## config.mk

```make
export PLATFORM = sky130hd
export DESIGN_NAME = recursive_mutex_table_top
export DESIGN_NICKNAME = d
export VERILOG_FILES = /design/src/rmt_pkg.sv /design/src/rmt_obuf.sv /design/src/rmt_dp.sv /design/src/rmt_ctrl.sv /design/src/recursive_mutex_table_top.sv
export SDC_FILE = /design/constraint.sdc
export NUM_CORES = 2
export LEC_CHECK = 0
export ABC_AREA = 1
export BUFFER_PORTS_ARGS = -buffer_cell sky130_fd_sc_hd__buf_2
export CORE_ASPECT_RATIO = 0.6
export CORE_MARGIN = 2
export CORE_UTILIZATION = 40
export DETAILED_ROUTE_END_ITERATION = 8
export PLACE_DENSITY_LB_ADDON = 0.05
export SLEW_MARGIN = 25
export SYNTH_ARGS = -nofsm -noshare
export SYNTH_HDL_FRONTEND = slang
export SYNTH_SLANG_ARGS = --single-unit
export TNS_END_PERCENT = 20
```

## constraint.sdc

```tcl
create_clock -name clock -period 5.3 [get_ports clock]
set_clock_uncertainty 0.05 [all_clocks]
set_input_delay 0.265 -clock clock [delete_from_list [all_inputs] [get_ports clock]]
set_output_delay 0.265 -clock clock [all_outputs]
set_load 0.02 [all_outputs]
```

## src/rmt_pkg.sv

```systemverilog
`timescale 1ns / 1ps

package rmt_pkg;

   localparam int NUM_MUTEXES_DEF = 16;
   localparam int WAIT_DEPTH_DEF  = 8;

   localparam int ID_W    = 4;
   localparam int PID_W   = 8;
   localparam int VALUE_W = 8;
   localparam int COUNT_W = 8;

   localparam logic [COUNT_W-1:0] COUNT_MAX = '1;

   typedef enum logic [1:0] {
      OP_ALLOC   = 2'd0,
      OP_DESTROY = 2'd1,
      OP_LOCK    = 2'd2,
      OP_UNLOCK  = 2'd3
   } op_type;

   typedef enum logic [1:0] {
      ST_OK      = 2'd0,
      ST_ERR     = 2'd1,
      ST_BLOCKED = 2'd2
   } status_type;

   typedef struct packed {
      status_type         status;
      logic [VALUE_W-1:0] value;
      logic               woken_valid;
      logic [PID_W-1:0]   woken_pid;
   } result_type;

   typedef struct packed {
      logic capture;
      logic exec;
      logic wake;
      logic load;
   } dp_cmd_type;

   typedef struct packed {
      logic need_wake;
   } dp_status_type;

endpackage

```

## src/rmt_obuf.sv

```systemverilog
`timescale 1ns / 1ps

module rmt_obuf (
   input  logic               clock,
   input  logic               reset,
   input  logic               load,
   input  rmt_pkg::result_type res_in,
   input  logic               rsp_stall,
   output logic               rsp_valid,
   output rmt_pkg::result_type rsp_res,
   output logic               skid_full
);

   logic                out_v_ff, out_v_in;
   logic                skid_v_ff, skid_v_in;
   rmt_pkg::result_type out_ff, out_in;
   rmt_pkg::result_type skid_ff, skid_in;

   always_comb begin
      out_v_in  = out_v_ff;
      out_in    = out_ff;
      skid_v_in = skid_v_ff;
      skid_in   = skid_ff;
      if (!out_v_ff || !rsp_stall) begin
         if (skid_v_ff) begin
            out_v_in  = 1'b1;
            out_in    = skid_ff;
            skid_v_in = load;
            skid_in   = res_in;
         end else begin
            out_v_in = load;
            out_in   = res_in;
         end
      end else if (load) begin
         skid_v_in = 1'b1;
         skid_in   = res_in;
      end
   end

   always_ff @(posedge clock) begin
      if (reset) begin
         out_v_ff  <= 1'b0;
         skid_v_ff <= 1'b0;
      end else begin
         out_v_ff  <= out_v_in;
         skid_v_ff <= skid_v_in;
      end
   end

   always_ff @(posedge clock) begin
      out_ff  <= out_in;
      skid_ff <= skid_in;
   end

   assign rsp_valid = out_v_ff;
   assign rsp_res   = out_ff;
   assign skid_full = skid_v_ff;

endmodule

```

## src/rmt_dp.sv

```systemverilog
`timescale 1ns / 1ps

module rmt_dp #(
   parameter int NUM_MUTEXES = rmt_pkg::NUM_MUTEXES_DEF,
   parameter int WAIT_DEPTH  = rmt_pkg::WAIT_DEPTH_DEF
) (
   input  logic                        clock,
   input  logic                        reset,
   input  rmt_pkg::dp_cmd_type         cmd,
   input  logic [1:0]                  req_operation,
   input  logic [rmt_pkg::ID_W-1:0]    req_mutex_id,
   input  logic [rmt_pkg::PID_W-1:0]   req_requester_pid,
   input  logic                        req_requester_present,
   output rmt_pkg::dp_status_type      status,
   output rmt_pkg::result_type         res
);

   localparam int IW    = $clog2(NUM_MUTEXES);
   localparam int CW    = ((IW > rmt_pkg::ID_W) ? IW : rmt_pkg::ID_W) + 1;
   localparam int PCW   = IW + 1;
   localparam int WW    = (WAIT_DEPTH > 1) ? $clog2(WAIT_DEPTH) : 1;
   localparam int WCW   = $clog2(WAIT_DEPTH + 1);
   localparam int AW    = $clog2(NUM_MUTEXES * WAIT_DEPTH);
   localparam int CNT_W = rmt_pkg::COUNT_W;
   localparam int PID_W = rmt_pkg::PID_W;

   typedef struct packed {
      logic [CNT_W-1:0] cnt;
      logic [PID_W-1:0] own;
      logic [WW-1:0]    wh;
      logic [WCW-1:0]   wc;
   } entry_type;

   function automatic logic [IW-1:0] pool_inc(input logic [IW-1:0] p);
      return (p == IW'(NUM_MUTEXES - 1)) ? '0 : p + IW'(1);
   endfunction

   function automatic logic [WW-1:0] wait_inc(input logic [WW-1:0] p);
      return (p == WW'(WAIT_DEPTH - 1)) ? '0 : p + WW'(1);
   endfunction

   function automatic logic [AW-1:0] wait_addr(input logic [IW-1:0] m,
                                               input logic [WW-1:0] s);
      return AW'(AW'(m) * AW'(WAIT_DEPTH) + AW'(s));
   endfunction

   // captured item
   rmt_pkg::op_type    op_ff;
   logic               id_ok_ff;
   logic [IW-1:0]      idx_ff;
   logic [PID_W-1:0]   pid_ff;
   logic               present_ff;

   // storage
   entry_type          entry_mem [NUM_MUTEXES];
   entry_type          ent_rd_ff;
   logic [IW-1:0]      pool_mem [NUM_MUTEXES];
   logic [IW-1:0]      pool_rd_ff;
   logic               pool_rd_vld_ff;
   logic [NUM_MUTEXES-1:0] pool_vld_ff;
   logic [IW-1:0]      pool_head_ff, pool_head_in;
   logic [PCW-1:0]     pool_cnt_ff, pool_cnt_in;
   logic [NUM_MUTEXES-1:0] alloc_ff;
   logic [PID_W-1:0]   wait_mem [NUM_MUTEXES * WAIT_DEPTH];
   logic [PID_W-1:0]   wait_rd_ff;

   logic [CW-1:0]      id_ext;
   logic [IW-1:0]      got;
   logic               alloc_cur;
   logic               lock_blocks;
   logic               unlock_ok;
   logic               need_wake;
   logic [CNT_W-1:0]   new_cnt;
   logic [IW:0]        tail_sum;
   logic [IW-1:0]      tail;
   logic [WW:0]        slot_sum;
   logic [WW-1:0]      slot;

   logic               ent_we;
   logic [IW-1:0]      ent_waddr;
   entry_type          ent_wdata;
   logic               pool_we;
   logic               wait_we;
   logic               wait_re;
   logic               alloc_set;
   logic               alloc_clr;
   logic [IW-1:0]      alloc_idx;

   assign id_ext = CW'(req_mutex_id);

   always_ff @(posedge clock) begin
      if (cmd.capture) begin
         op_ff      <= rmt_pkg::op_type'(req_operation);
         id_ok_ff   <= (id_ext < CW'(NUM_MUTEXES));
         idx_ff     <= id_ext[IW-1:0];
         pid_ff     <= req_requester_pid;
         present_ff <= req_requester_present;
      end
   end

   assign got         = pool_rd_vld_ff ? pool_rd_ff : pool_head_ff;
   assign alloc_cur   = id_ok_ff && alloc_ff[idx_ff];
   assign lock_blocks = (ent_rd_ff.cnt != '0) && (ent_rd_ff.own != pid_ff);
   assign new_cnt     = ent_rd_ff.cnt - CNT_W'(1);
   assign unlock_ok   = alloc_cur && (ent_rd_ff.cnt != '0) && present_ff
                        && (ent_rd_ff.own == pid_ff);
   assign need_wake   = (op_ff == rmt_pkg::OP_UNLOCK) && unlock_ok
                        && (new_cnt == '0) && (ent_rd_ff.wc != '0);
   assign status.need_wake = need_wake;

   // free pool tail and wait queue tail, both below twice the depth
   assign tail_sum = {1'b0, pool_head_ff} + pool_cnt_ff;
   assign tail     = (tail_sum >= (IW+1)'(NUM_MUTEXES))
                     ? IW'(tail_sum - (IW+1)'(NUM_MUTEXES)) : tail_sum[IW-1:0];
   assign slot_sum = (WW+1)'(ent_rd_ff.wh) + (WW+1)'(ent_rd_ff.wc);
   assign slot     = (slot_sum >= (WW+1)'(WAIT_DEPTH))
                     ? WW'(slot_sum - (WW+1)'(WAIT_DEPTH)) : slot_sum[WW-1:0];

   always_comb begin
      res.status      = rmt_pkg::ST_ERR;
      res.value       = '0;
      res.woken_valid = 1'b0;
      res.woken_pid   = '0;
      ent_we          = 1'b0;
      ent_waddr       = idx_ff;
      ent_wdata       = ent_rd_ff;
      pool_we         = 1'b0;
      wait_we         = 1'b0;
      wait_re         = 1'b0;
      alloc_set       = 1'b0;
      alloc_clr       = 1'b0;
      alloc_idx       = idx_ff;
      pool_head_in    = pool_head_ff;
      pool_cnt_in     = pool_cnt_ff;
      if (cmd.exec) begin
         unique case (op_ff)
            rmt_pkg::OP_ALLOC: begin
               if (pool_cnt_ff != '0) begin
                  res.status   = rmt_pkg::ST_OK;
                  res.value    = rmt_pkg::VALUE_W'(got);
                  alloc_set    = 1'b1;
                  alloc_idx    = got;
                  ent_we       = 1'b1;
                  ent_waddr    = got;
                  ent_wdata    = '0;
                  pool_head_in = pool_inc(pool_head_ff);
                  pool_cnt_in  = pool_cnt_ff - PCW'(1);
               end
            end
            rmt_pkg::OP_DESTROY: begin
               if (alloc_cur && (ent_rd_ff.cnt == '0)
                   && (pool_cnt_ff != PCW'(NUM_MUTEXES))) begin
                  res.status  = rmt_pkg::ST_OK;
                  alloc_clr   = 1'b1;
                  pool_we     = 1'b1;
                  pool_cnt_in = pool_cnt_ff + PCW'(1);
               end
            end
            rmt_pkg::OP_LOCK: begin
               if (alloc_cur && present_ff) begin
                  if (lock_blocks) begin
                     if (ent_rd_ff.wc != WCW'(WAIT_DEPTH)) begin
                        res.status   = rmt_pkg::ST_BLOCKED;
                        wait_we      = 1'b1;
                        ent_we       = 1'b1;
                        ent_wdata.wc = ent_rd_ff.wc + WCW'(1);
                     end
                  end else if (ent_rd_ff.cnt != rmt_pkg::COUNT_MAX) begin
                     res.status    = rmt_pkg::ST_OK;
                     res.value     = rmt_pkg::VALUE_W'(ent_rd_ff.cnt + CNT_W'(1));
                     ent_we        = 1'b1;
                     ent_wdata.own = pid_ff;
                     ent_wdata.cnt = ent_rd_ff.cnt + CNT_W'(1);
                  end
               end
            end
            rmt_pkg::OP_UNLOCK: begin
               if (unlock_ok) begin
                  if (need_wake) begin
                     wait_re = 1'b1;
                  end else begin
                     res.status    = rmt_pkg::ST_OK;
                     res.value     = rmt_pkg::VALUE_W'(new_cnt);
                     ent_we        = 1'b1;
                     ent_wdata.cnt = new_cnt;
                     ent_wdata.own = (new_cnt == '0) ? '0 : ent_rd_ff.own;
                  end
               end
            end
         endcase
      end else if (cmd.wake) begin
         // hand the mutex to the oldest waiter
         res.status      = rmt_pkg::ST_OK;
         res.value       = rmt_pkg::VALUE_W'(1);
         res.woken_valid = 1'b1;
         res.woken_pid   = wait_rd_ff;
         ent_we          = 1'b1;
         ent_wdata.cnt   = CNT_W'(1);
         ent_wdata.own   = wait_rd_ff;
         ent_wdata.wh    = wait_inc(ent_rd_ff.wh);
         ent_wdata.wc    = ent_rd_ff.wc - WCW'(1);
      end
   end

   // mutex entry table
   always_ff @(posedge clock) begin
      if (ent_we) begin
         entry_mem[ent_waddr] <= ent_wdata;
      end
      if (cmd.capture) begin
         ent_rd_ff <= entry_mem[id_ext[IW-1:0]];
      end
   end

   // free id pool
   always_ff @(posedge clock) begin
      if (pool_we) begin
         pool_mem[tail] <= idx_ff;
      end
      if (cmd.capture) begin
         pool_rd_ff <= pool_mem[pool_head_ff];
      end
   end

   // wait queues
   always_ff @(posedge clock) begin
      if (wait_we) begin
         wait_mem[wait_addr(idx_ff, slot)] <= pid_ff;
      end
      if (wait_re) begin
         wait_rd_ff <= wait_mem[wait_addr(idx_ff, ent_rd_ff.wh)];
      end
   end

   // pool slots not yet written hold their own index
   always_ff @(posedge clock) begin
      if (reset) begin
         pool_vld_ff  <= '0;
         pool_head_ff <= '0;
         pool_cnt_ff  <= PCW'(NUM_MUTEXES);
         alloc_ff     <= '0;
      end else begin
         if (pool_we) begin
            pool_vld_ff[tail] <= 1'b1;
         end
         if (cmd.capture) begin
            pool_rd_vld_ff <= pool_vld_ff[pool_head_ff];
         end
         pool_head_ff <= pool_head_in;
         pool_cnt_ff  <= pool_cnt_in;
         if (alloc_set) begin
            alloc_ff[alloc_idx] <= 1'b1;
         end else if (alloc_clr) begin
            alloc_ff[alloc_idx] <= 1'b0;
         end
      end
   end

endmodule

```

## src/rmt_ctrl.sv

```systemverilog
`timescale 1ns / 1ps

module rmt_ctrl (
   input  logic                   clock,
   input  logic                   reset,
   input  logic                   req_valid,
   input  logic                   skid_full,
   input  rmt_pkg::dp_status_type status,
   output logic                   req_stall,
   output rmt_pkg::dp_cmd_type    cmd
);

   typedef enum logic [2:0] {
      S_IDLE = 3'b001,
      S_EXEC = 3'b010,
      S_WAKE = 3'b100
   } state_type;

   state_type state_ff, state_in;
   logic      ready;

   assign ready       = (state_ff == S_IDLE) && !skid_full;
   assign req_stall   = !ready;
   assign cmd.capture = req_valid && ready;
   assign cmd.exec    = (state_ff == S_EXEC);
   assign cmd.wake    = (state_ff == S_WAKE);
   assign cmd.load    = (cmd.exec && !status.need_wake) || cmd.wake;

   always_comb begin
      state_in = state_ff;
      unique case (state_ff)
         S_IDLE: begin
            if (cmd.capture) begin
               state_in = S_EXEC;
            end
         end
         S_EXEC: begin
            state_in = status.need_wake ? S_WAKE : S_IDLE;
         end
         S_WAKE: begin
            state_in = S_IDLE;
         end
         default: begin
            state_in = S_IDLE;
         end
      endcase
   end

   always_ff @(posedge clock) begin
      if (reset) begin
         state_ff <= S_IDLE;
      end else begin
         state_ff <= state_in;
      end
   end

endmodule

```

## src/recursive_mutex_table_top.sv

```systemverilog
// result: computed in the exec state from the registered mutex entry table read, or, for an
// unlock that wakes a waiter, in the wake state from the registered wait queue store read,
// and registered in the output buffer; a new item is taken only back in idle, skid empty
// reset: synchronous; clears the sequencer, output valids, pool pointers and allocated bits
// no clearing pass: the block takes items as soon as reset is released
`timescale 1ns / 1ps

module recursive_mutex_table_top #(
   parameter int NUM_MUTEXES = rmt_pkg::NUM_MUTEXES_DEF,
   parameter int WAIT_DEPTH  = rmt_pkg::WAIT_DEPTH_DEF
) (
   input  logic                          clock,
   input  logic                          reset,
   input  logic                          req_valid,
   output logic                          req_stall,
   input  logic [1:0]                    req_operation,
   input  logic [rmt_pkg::ID_W-1:0]      req_mutex_id,
   input  logic [rmt_pkg::PID_W-1:0]     req_requester_pid,
   input  logic                          req_requester_present,
   output logic                          rsp_valid,
   input  logic                          rsp_stall,
   output logic [1:0]                    rsp_status,
   output logic [rmt_pkg::VALUE_W-1:0]   rsp_value,
   output logic                          rsp_woken_valid,
   output logic [rmt_pkg::PID_W-1:0]     rsp_woken_pid
);

   rmt_pkg::dp_cmd_type    cmd;
   rmt_pkg::dp_status_type status;
   rmt_pkg::result_type    res;
   rmt_pkg::result_type    rsp_res;
   logic                   skid_full;

   rmt_ctrl u_ctrl (
      .clock     (clock),
      .reset     (reset),
      .req_valid (req_valid),
      .skid_full (skid_full),
      .status    (status),
      .req_stall (req_stall),
      .cmd       (cmd)
   );

   rmt_dp #(
      .NUM_MUTEXES (NUM_MUTEXES),
      .WAIT_DEPTH  (WAIT_DEPTH)
   ) u_dp (
      .clock                 (clock),
      .reset                 (reset),
      .cmd                   (cmd),
      .req_operation         (req_operation),
      .req_mutex_id          (req_mutex_id),
      .req_requester_pid     (req_requester_pid),
      .req_requester_present (req_requester_present),
      .status                (status),
      .res                   (res)
   );

   rmt_obuf u_obuf (
      .clock     (clock),
      .reset     (reset),
      .load      (cmd.load),
      .res_in    (res),
      .rsp_stall (rsp_stall),
      .rsp_valid (rsp_valid),
      .rsp_res   (rsp_res),
      .skid_full (skid_full)
   );

   assign rsp_status      = rsp_res.status;
   assign rsp_value       = rsp_res.value;
   assign rsp_woken_valid = rsp_res.woken_valid;
   assign rsp_woken_pid   = rsp_res.woken_pid;

endmodule

```

; ---- Word-level counts from Yosys, hierarchy flattened
; Memory sizes are Yosys's and may differ from the RTL's. A register that Yosys moved wholly into a read port is not among the register bits.
; Cells that the tools add are included.
[totals]
reg_bits = 101
ram_bits = 1456
output_inout_bits = 21
elab_cells = 195
n_memories = 3
[memory_table]
columns = name, depth, width, read_ports, rd_ports_with_merged_regs, wr, line_no
row1 = u_dp.wait_mem, 128, 8, 1, 1, 1, rmt_dp.sv:64  ; logic [PID_W-1:0] wait_mem [NUM_MUTEXES * WAIT_DEPTH];
row2 = u_dp.entry_mem, 16, 23, 1, 1, 1, rmt_dp.sv:55  ; entry_type entry_mem [NUM_MUTEXES];
row3 = u_dp.pool_mem, 16, 4, 1, 1, 1, rmt_dp.sv:57  ; logic [IW-1:0] pool_mem [NUM_MUTEXES];
[classes]
n_addsub = 14
n_lt_le_gt_ge = 9
n_eq_ne = 17
muxes = 90
n_bitwise = 5
n_reduce_logical = 36
[op_table]
columns = cell, count
row1 = 2-to-1 mux 16 bit, 7
row2 = 2-to-1 mux 19 bit, 4
row3 = 2-to-1 mux 23 bit, 3
row4 = one-hot mux 16 bit (3 select lines), 1
row5 = 2-to-1 mux 1 bit, 37
row6 = 2-to-1 mux 4 bit, 9
row7 = 2-to-1 mux 9 bit, 4
row8 = bitwise OR 16 bit, 2
row9 = 2-to-1 mux 10 bit, 3
row10 = "less-than comparator 4 x 5 -> 1 bit, second input constant", 5
row11 = one-hot mux 8 bit (3 select lines), 1
row12 = 2-to-1 mux 18 bit, 1
row13 = bitwise AND 16 bit, 1
row14 = logical AND 1 bit, 16
row15 = logical NOT 8 bit, 2
row16 = 2-to-1 mux 8 bit, 2
row17 = inverter 16 bit, 1
row18 = 2-to-1 mux 3 bit, 5
row19 = adder 7 x 3 -> 7 bit, 2
row20 = 2-to-1 mux 5 bit, 2
row21 = one-hot mux 5 bit (2 select lines), 1
row22 = "adder 4 x 1 -> 4 bit, second input constant", 2
row23 = "adder 8 x 1 -> 8 bit, second input constant", 1
row24 = binary-select mux 1 bit (select 4 bit), 2
row25 = other kinds (41), 57

; ---- Longest topological paths before layout
[logic_depth]
depth_word = 15
ltp_mapped = 19

; ---- Cells and area by module
; Synthesis repeated with hierarchy kept, for this count alone.
[unflattened]
hier_cells = 5075
area_unflattened_um2 = 64997.3
[by_module_without_submodules]
columns = mod, n_inst, cells_per_inst, area_each_um2, seq_area_each_um2
row1 = rmt_dp, 1, 4936, 63347.0, 46074.2
row2 = rmt_obuf, 1, 113, 1475.2, 1181.1
row3 = rmt_ctrl, 1, 26, 175.2, 60.1

; ---- Worst setup path after synthesis
; No wires, ideal clock.
[synth_path]
kind = register -> register
startpoint = reg u_dp.pid_ff[7]
endpoint = mem u_dp.entry_mem[10][0] in the netlist's numbering (enable)
setup_time_ns = 0.403
arrival_time_ns = 4.252
path_slack_ns = 0.595
path_stages_with_launch = 14
period_less_slack_ns = 4.705
path_cell_list = edfxtp_1 -> inv_1 -> nand2_1 -> nand4_1 -> nor2_1 -> nand2_1 -> nor2_1 -> nand3_1 -> nor2_1 -> nand2_1 -> nand4_1 -> nand2_2 -> buf_2 -> nor2_1
[synth_between]
elab_chain_cells = 11
elab_cells_between_ends = 15
[synth_lines]
columns = element, line_no
row1 = "start, declared", rmt_dp.sv:51  ; logic [PID_W-1:0] pid_ff;
row2 = "start signal, assigned", rmt_dp.sv:96  ; pid_ff <= req_requester_pid;
row3 = == test 8 bit, rmt_dp.sv:106  ; && (ent_rd_ff.own == pid_ff);
row4 = logical AND 1 bit, rmt_dp.sv:106
row5 = logical AND 1 bit, rmt_dp.sv:107  ; assign need_wake = (op_ff == rmt_pkg::OP_UNLOCK) && unlock_ok
row6 = logical AND 1 bit (2 in series), rmt_dp.sv:108  ; && (new_cnt == '0) && (ent_rd_ff.wc != '0);
row7 = 2-to-1 mux 1 bit, rmt_dp.sv:179  ; if (need_wake) begin
row8 = 2-to-1 mux 1 bit, rmt_dp.sv:178  ; if (unlock_ok) begin
row9 = one-hot mux 1 bit (3 select lines) *, rmt_dp.sv:136  ; unique case (op_ff)
row10 = 2-to-1 mux 1 bit *, rmt_dp.sv:135  ; if (cmd.exec) begin
row11 = 2-to-1 mux 1 bit *, rmt_dp.sv:207  ; if (ent_we) begin
row12 = 2-to-1 mux 1 bit (implied by the code) *, rmt_dp.sv:208  ; entry_mem[ent_waddr] <= ent_wdata;
row13 = "end, declared", rmt_dp.sv:55
; Mark *: on every way between the ends. The rest lies on a longest branch, timed or not.

; ---- Final worst setup path
[layout_path]
startpoint = reg u_dp.idx_ff[3]
endpoint = mem u_dp.entry_mem[1][11] in the netlist's numbering (enable)
[layout_between]
elab_chain_cells = 15
elab_cells_between_ends = 20
[layout_lines]
columns = element, line_no
row1 = "start, declared", rmt_dp.sv:50  ; logic [IW-1:0] idx_ff;
row2 = "start signal, assigned", rmt_dp.sv:95  ; idx_ff <= id_ext[IW-1:0];
row3 = binary-select mux 1 bit (select 4 bit), rmt_dp.sv:102  ; assign alloc_cur = id_ok_ff && alloc_ff[idx_ff];
row4 = 2-to-1 mux 1 bit (implied by the code), rmt_dp.sv:102
row5 = logical AND 1 bit, rmt_dp.sv:102
row6 = logical AND 1 bit (2 in series), rmt_dp.sv:105  ; assign unlock_ok = alloc_cur && (ent_rd_ff.cnt != '0) && present_ff
row7 = logical AND 1 bit, rmt_dp.sv:106
row8 = logical AND 1 bit, rmt_dp.sv:107
row9 = logical AND 1 bit (2 in series), rmt_dp.sv:108
row10 = 2-to-1 mux 1 bit, rmt_dp.sv:179
row11 = 2-to-1 mux 1 bit, rmt_dp.sv:178
row12 = one-hot mux 1 bit (3 select lines), rmt_dp.sv:136
row13 = 2-to-1 mux 1 bit, rmt_dp.sv:135
row14 = 2-to-1 mux 1 bit, rmt_dp.sv:207
row15 = 2-to-1 mux 1 bit (implied by the code), rmt_dp.sv:208
; Several ways; a longest one is shown, not always the timed one. The select of a mux whose other input is x is not followed.

==> results.py <==
metrics = {
    "clock_tree": {
        "cts_hold_buf": 15,
        "htree_levels": 4,
        "cts_tree": "yes",
        "cts_root_buf": "clkbuf_16",
        "post-cts-setup-buffer-count": 0,
        "clk_latency_ns": 0.82,
        "clockBufferDepth": 4,
        "cts.sinks": 1591,
        "cts_resized": 0,
        "path_clk_slew_ns": 0.07,
        "cts-buffers-inserted": 165,
    },
    "power_and_ir_drop": {
        "p_per_area_mw_per_mm2": 377,
        "seqPwrFrac": 0.509,
        "ir_drop_mv": 0.243,
        "p_sw_frac": 0.248,
        "p_sw_mw": 6.87,
        "p_int_mw": 20.8,
        "p_total_mw": 27.6,
        "power.leakage_nw": 24.7,
        "clock_power_share": 0.399,
        "power.share.combinational": 0.092,
    },
    "route": {
        "drc": 0,
        "post_drt_wl_per_cell_um": 26.9,
        "first_iter_violations": 5426,
        "ant_nets": 0,
        "drt-total-wl_um": 201000,
        "vias_per_cell": 5.60,
        "first_pass_iters": 6,
        "vias": 41800,
    },
    "timing": {
        "layout_setup_ws_ns": 1.10,
        "rsz0062_at_grt": "no",
        "drv_slew": 0,
        "post-route-period-util": 0.792,
        "fmax_mhz": 238,
        "max_slew.worst_pin.slew_ns": 1.15,
        "hold_viol": 0,
        "slew_headroom": 0.226,
        "tns_ns": 0,
        "finalCriticalPeriod_ns": 4.20,
        "setup_viol": 0,
        "hold_slack_ns": 0.219,
    },
    "cells_and_area": {
        "final_cell_mix": "edfxtp_1, nor2_1, o21ai_0",
        "drive_above_1_share": 0.0812,
        "final_common_cell": "edfxtp_1",
        "nNetsFinal": 5234,
        "area_growth_pct": 12.0,
    },
    "die": {
        "core-area_mm2": 0.162,
        "die_h_um": 317,
        "start_util": 0.405,
        "dieArea_mm2": 0.167,
        "ioPinCount": 40,
        "die_x_um": 526,
        "rows": 114,
    },
    "critical_path": {
        "critical_path_class": "reg -> reg",
        "cp_data_arrival_time_ns": 4.57,
        "rrSetupSlack_ns": 1.10,
        "crit_buf_inv": 2,
        "cp-end-kind": "register",
        "cp_max_fo": 23,
        "crit_top_cell": "nand2_1",
        "cp_top_family": "simple AND/OR/NAND/NOR gates",
        "cp_cell_sequence": "nand2_1 > clkinv_2 > nand2_1 > nand2_1 > nor2_1 > nor2_4 > nand4_2 > nand4_1 > nand2_2 > nor2_4 > buf_4",
        "start_kind": "register",
        "max_stage_delay_ns": 0.86,
        "worst_ep_required_time_ns": 5.67,
        "slowest_stage": "edfxtp_1",
    },
    "synthesis": {
        "yosysTopAreaCell": "edfxtp_1",
        "yosysWarnings": 0,
        "synth.top_cells.by_area": "edfxtp_1, nor2_1, o21ai_0, o211ai_1, mux2i_1",
        "synth.yosys.seq_area_share": 0.722,
        "synth_flop_cell": "edfxtp_1",
        "avgSynthCellArea_um2": 12.6,
        "async_flop_share": 0,
        "ys_seq_elements": 1591,
        "synth_edf_count": 1545,
        "yosysUniqueCellTypes": 47,
        "syn_inst": 5189,
        "synth_nets": 5229,
        "synth_area_mm2": 0.0655,
        "synth_top_cell_area_share": 0.708,
    },
    "global_routing": {
        "antenna_found_initial": 26,
        "grt_pass1_vias": 39100,
        "track_usage": 0.236,
        "grt_start_max_net_pins": 139,
        "gr-total-overflow": 0,
        "grt_first_pass_wirelength_um": 288000,
    },
    "placed_design": {
        "gp_congestion": 0.861,
        "portBuffers": 39,
        "hpwl_um": 123000,
        "post-place-ws_ns": 1.15,
    },
    "min_path": {
        "worst_hold_path_type": "in -> reg",
    },
    "flow_run": {
        "maxCapViolations": 0,
    },
    "outcome": {
        "status": "finished, final reports clean",
    },
}
==> area by class of cell <==
cell class	instances	area [µm²]
antenna	9	22.5
multi-input combinational	3040	16200
sequential	1591	47300
clock inverter	68	505
inverter	244	930
timing repair buffer	152	1330
tap	2146	2690
fill	14600	88500
clock buffer	212	4440
==> power groups by stage <==
stage / combinational [mW] / sequential [mW] / clock (mW)
after global routing: 2.74 / 14.1 / 11.7
after detailed placement: 2.51 / 14.3 / 0
final: 2.54 / 14.1 / 11.0
after global placement: 2.51 / 14.3 / 0
after CTS: 2.52 / 14.1 / 11.3
after floorplan: 1.32 / 14.4 / 0
==> synthesized netlist by cell type, types with 7 or more instances <==
| cell type | n |
|---|---|
| ha_1 | 18 |
| a21oi_1 | 155 |
| clkbuf_1 | 249 |
| xnor2_1 | 10 |
| inv_2 | 16 |
| nand3_1 | 160 |
| o22ai_1 | 52 |
| nor2_1 | 935 |
| inv_1 | 224 |
| nand4_1 | 22 |
| buf_2 | 36 |
| o21ai_0 | 667 |
| dfxtp_1 | 46 |
| edfxtp_1 | 1545 |
| nand2_1 | 403 |
| nor2_4 | 7 |
| nor3_1 | 8 |
| mux2i_1 | 178 |
| buf_6 | 8 |
| buf_1 | 20 |
| nand2_4 | 10 |
| o211ai_1 | 308 |
| o221ai_1 | 50 |
| o21ai_1 | 18 |
==> flip-flops by register name, summed over array words and instances, names as in the netlist, named ones only <==
| signal | count |
|---|---|
| u_dp.wait_rd_ff | 8 |
| u_dp.idx_ff | 4 |
| u_dp.pid_ff | 8 |
| u_dp.pool_rd_vld_ff | 1 |
| u_dp.pool_vld_ff | 16 |
| u_dp.pool_head_ff | 4 |
| u_dp.wait_mem | 1024 |
| u_dp.pool_mem | 64 |
| u_obuf.skid_full | 1 |
| u_obuf.rsp_valid | 1 |
| u_obuf.rsp_res | 19 |
| u_dp.ent_rd_ff | 23 |
| u_dp.entry_mem | 368 |
| u_dp.present_ff | 1 |
| u_dp.pool_cnt_ff | 5 |
| u_obuf.skid_ff | 19 |
| u_ctrl.state_ff | 3 |
| u_dp.pool_rd_ff | 4 |
| u_dp.op_ff | 2 |
==> per-stage QoR <==
stage | utilization | std cells | instance area (µm²)
6_report | 0.453 | 7462 | 73400
5_1_grt | 0.453 | 7456 | 73400
4_1_cts | 0.453 | 7453 | 73400
3_5_place_dp | 0.422 | 7158 | 68300
3_3_place_gp | 0.422 | 7157 | 68200
2_1_floorplan | - | 5189 | 65500
==> routing by layer <==
metal  vias to the layer above  part of all wire  track usage
li1                      19000                 -            -
met1                     21000              0.49        0.384
met2                      1586              0.40        0.312
met3                       214             0.092       0.0593
met4                         2             0.017       0.0471
met5                         -          0.000085            0
==> logic make-up (layout without fill, tap and decap cells) <==
kind of cell | Yosys count | count (layout) | synth area share
other | 0 | 9 | 0
xor gates and xnor gates | 15 | 15 | 0.00201
adders and majority gates | 21 | 21 | 0.00436
muxes | 178 | 178 | 0.0272
and+or+nand+nor | 1565 | 1565 | 0.0979
buffers and inverters | 558 | 676 | 0.0337
DFF | 1591 | 1591 | 0.722
AOI/OAI and AO/OA | 1261 | 1261 | 0.112
==> path summary, 6_finish.rpt <==
path | cells after the start | endpoint | startpoint
hold / removal | 2 | u_dp.op_ff[1] | req_operation[1]
setup / recovery | 11 | u_dp.entry_mem[1][11] | u_dp.idx_ff[3]
hold reg to reg | 2 | u_dp.pool_vld_ff[6] | u_dp.pool_vld_ff[6]
setup reg to reg | 11 | u_dp.entry_mem[1][11] | u_dp.idx_ff[3]
(Power assumes the default switching activity.)
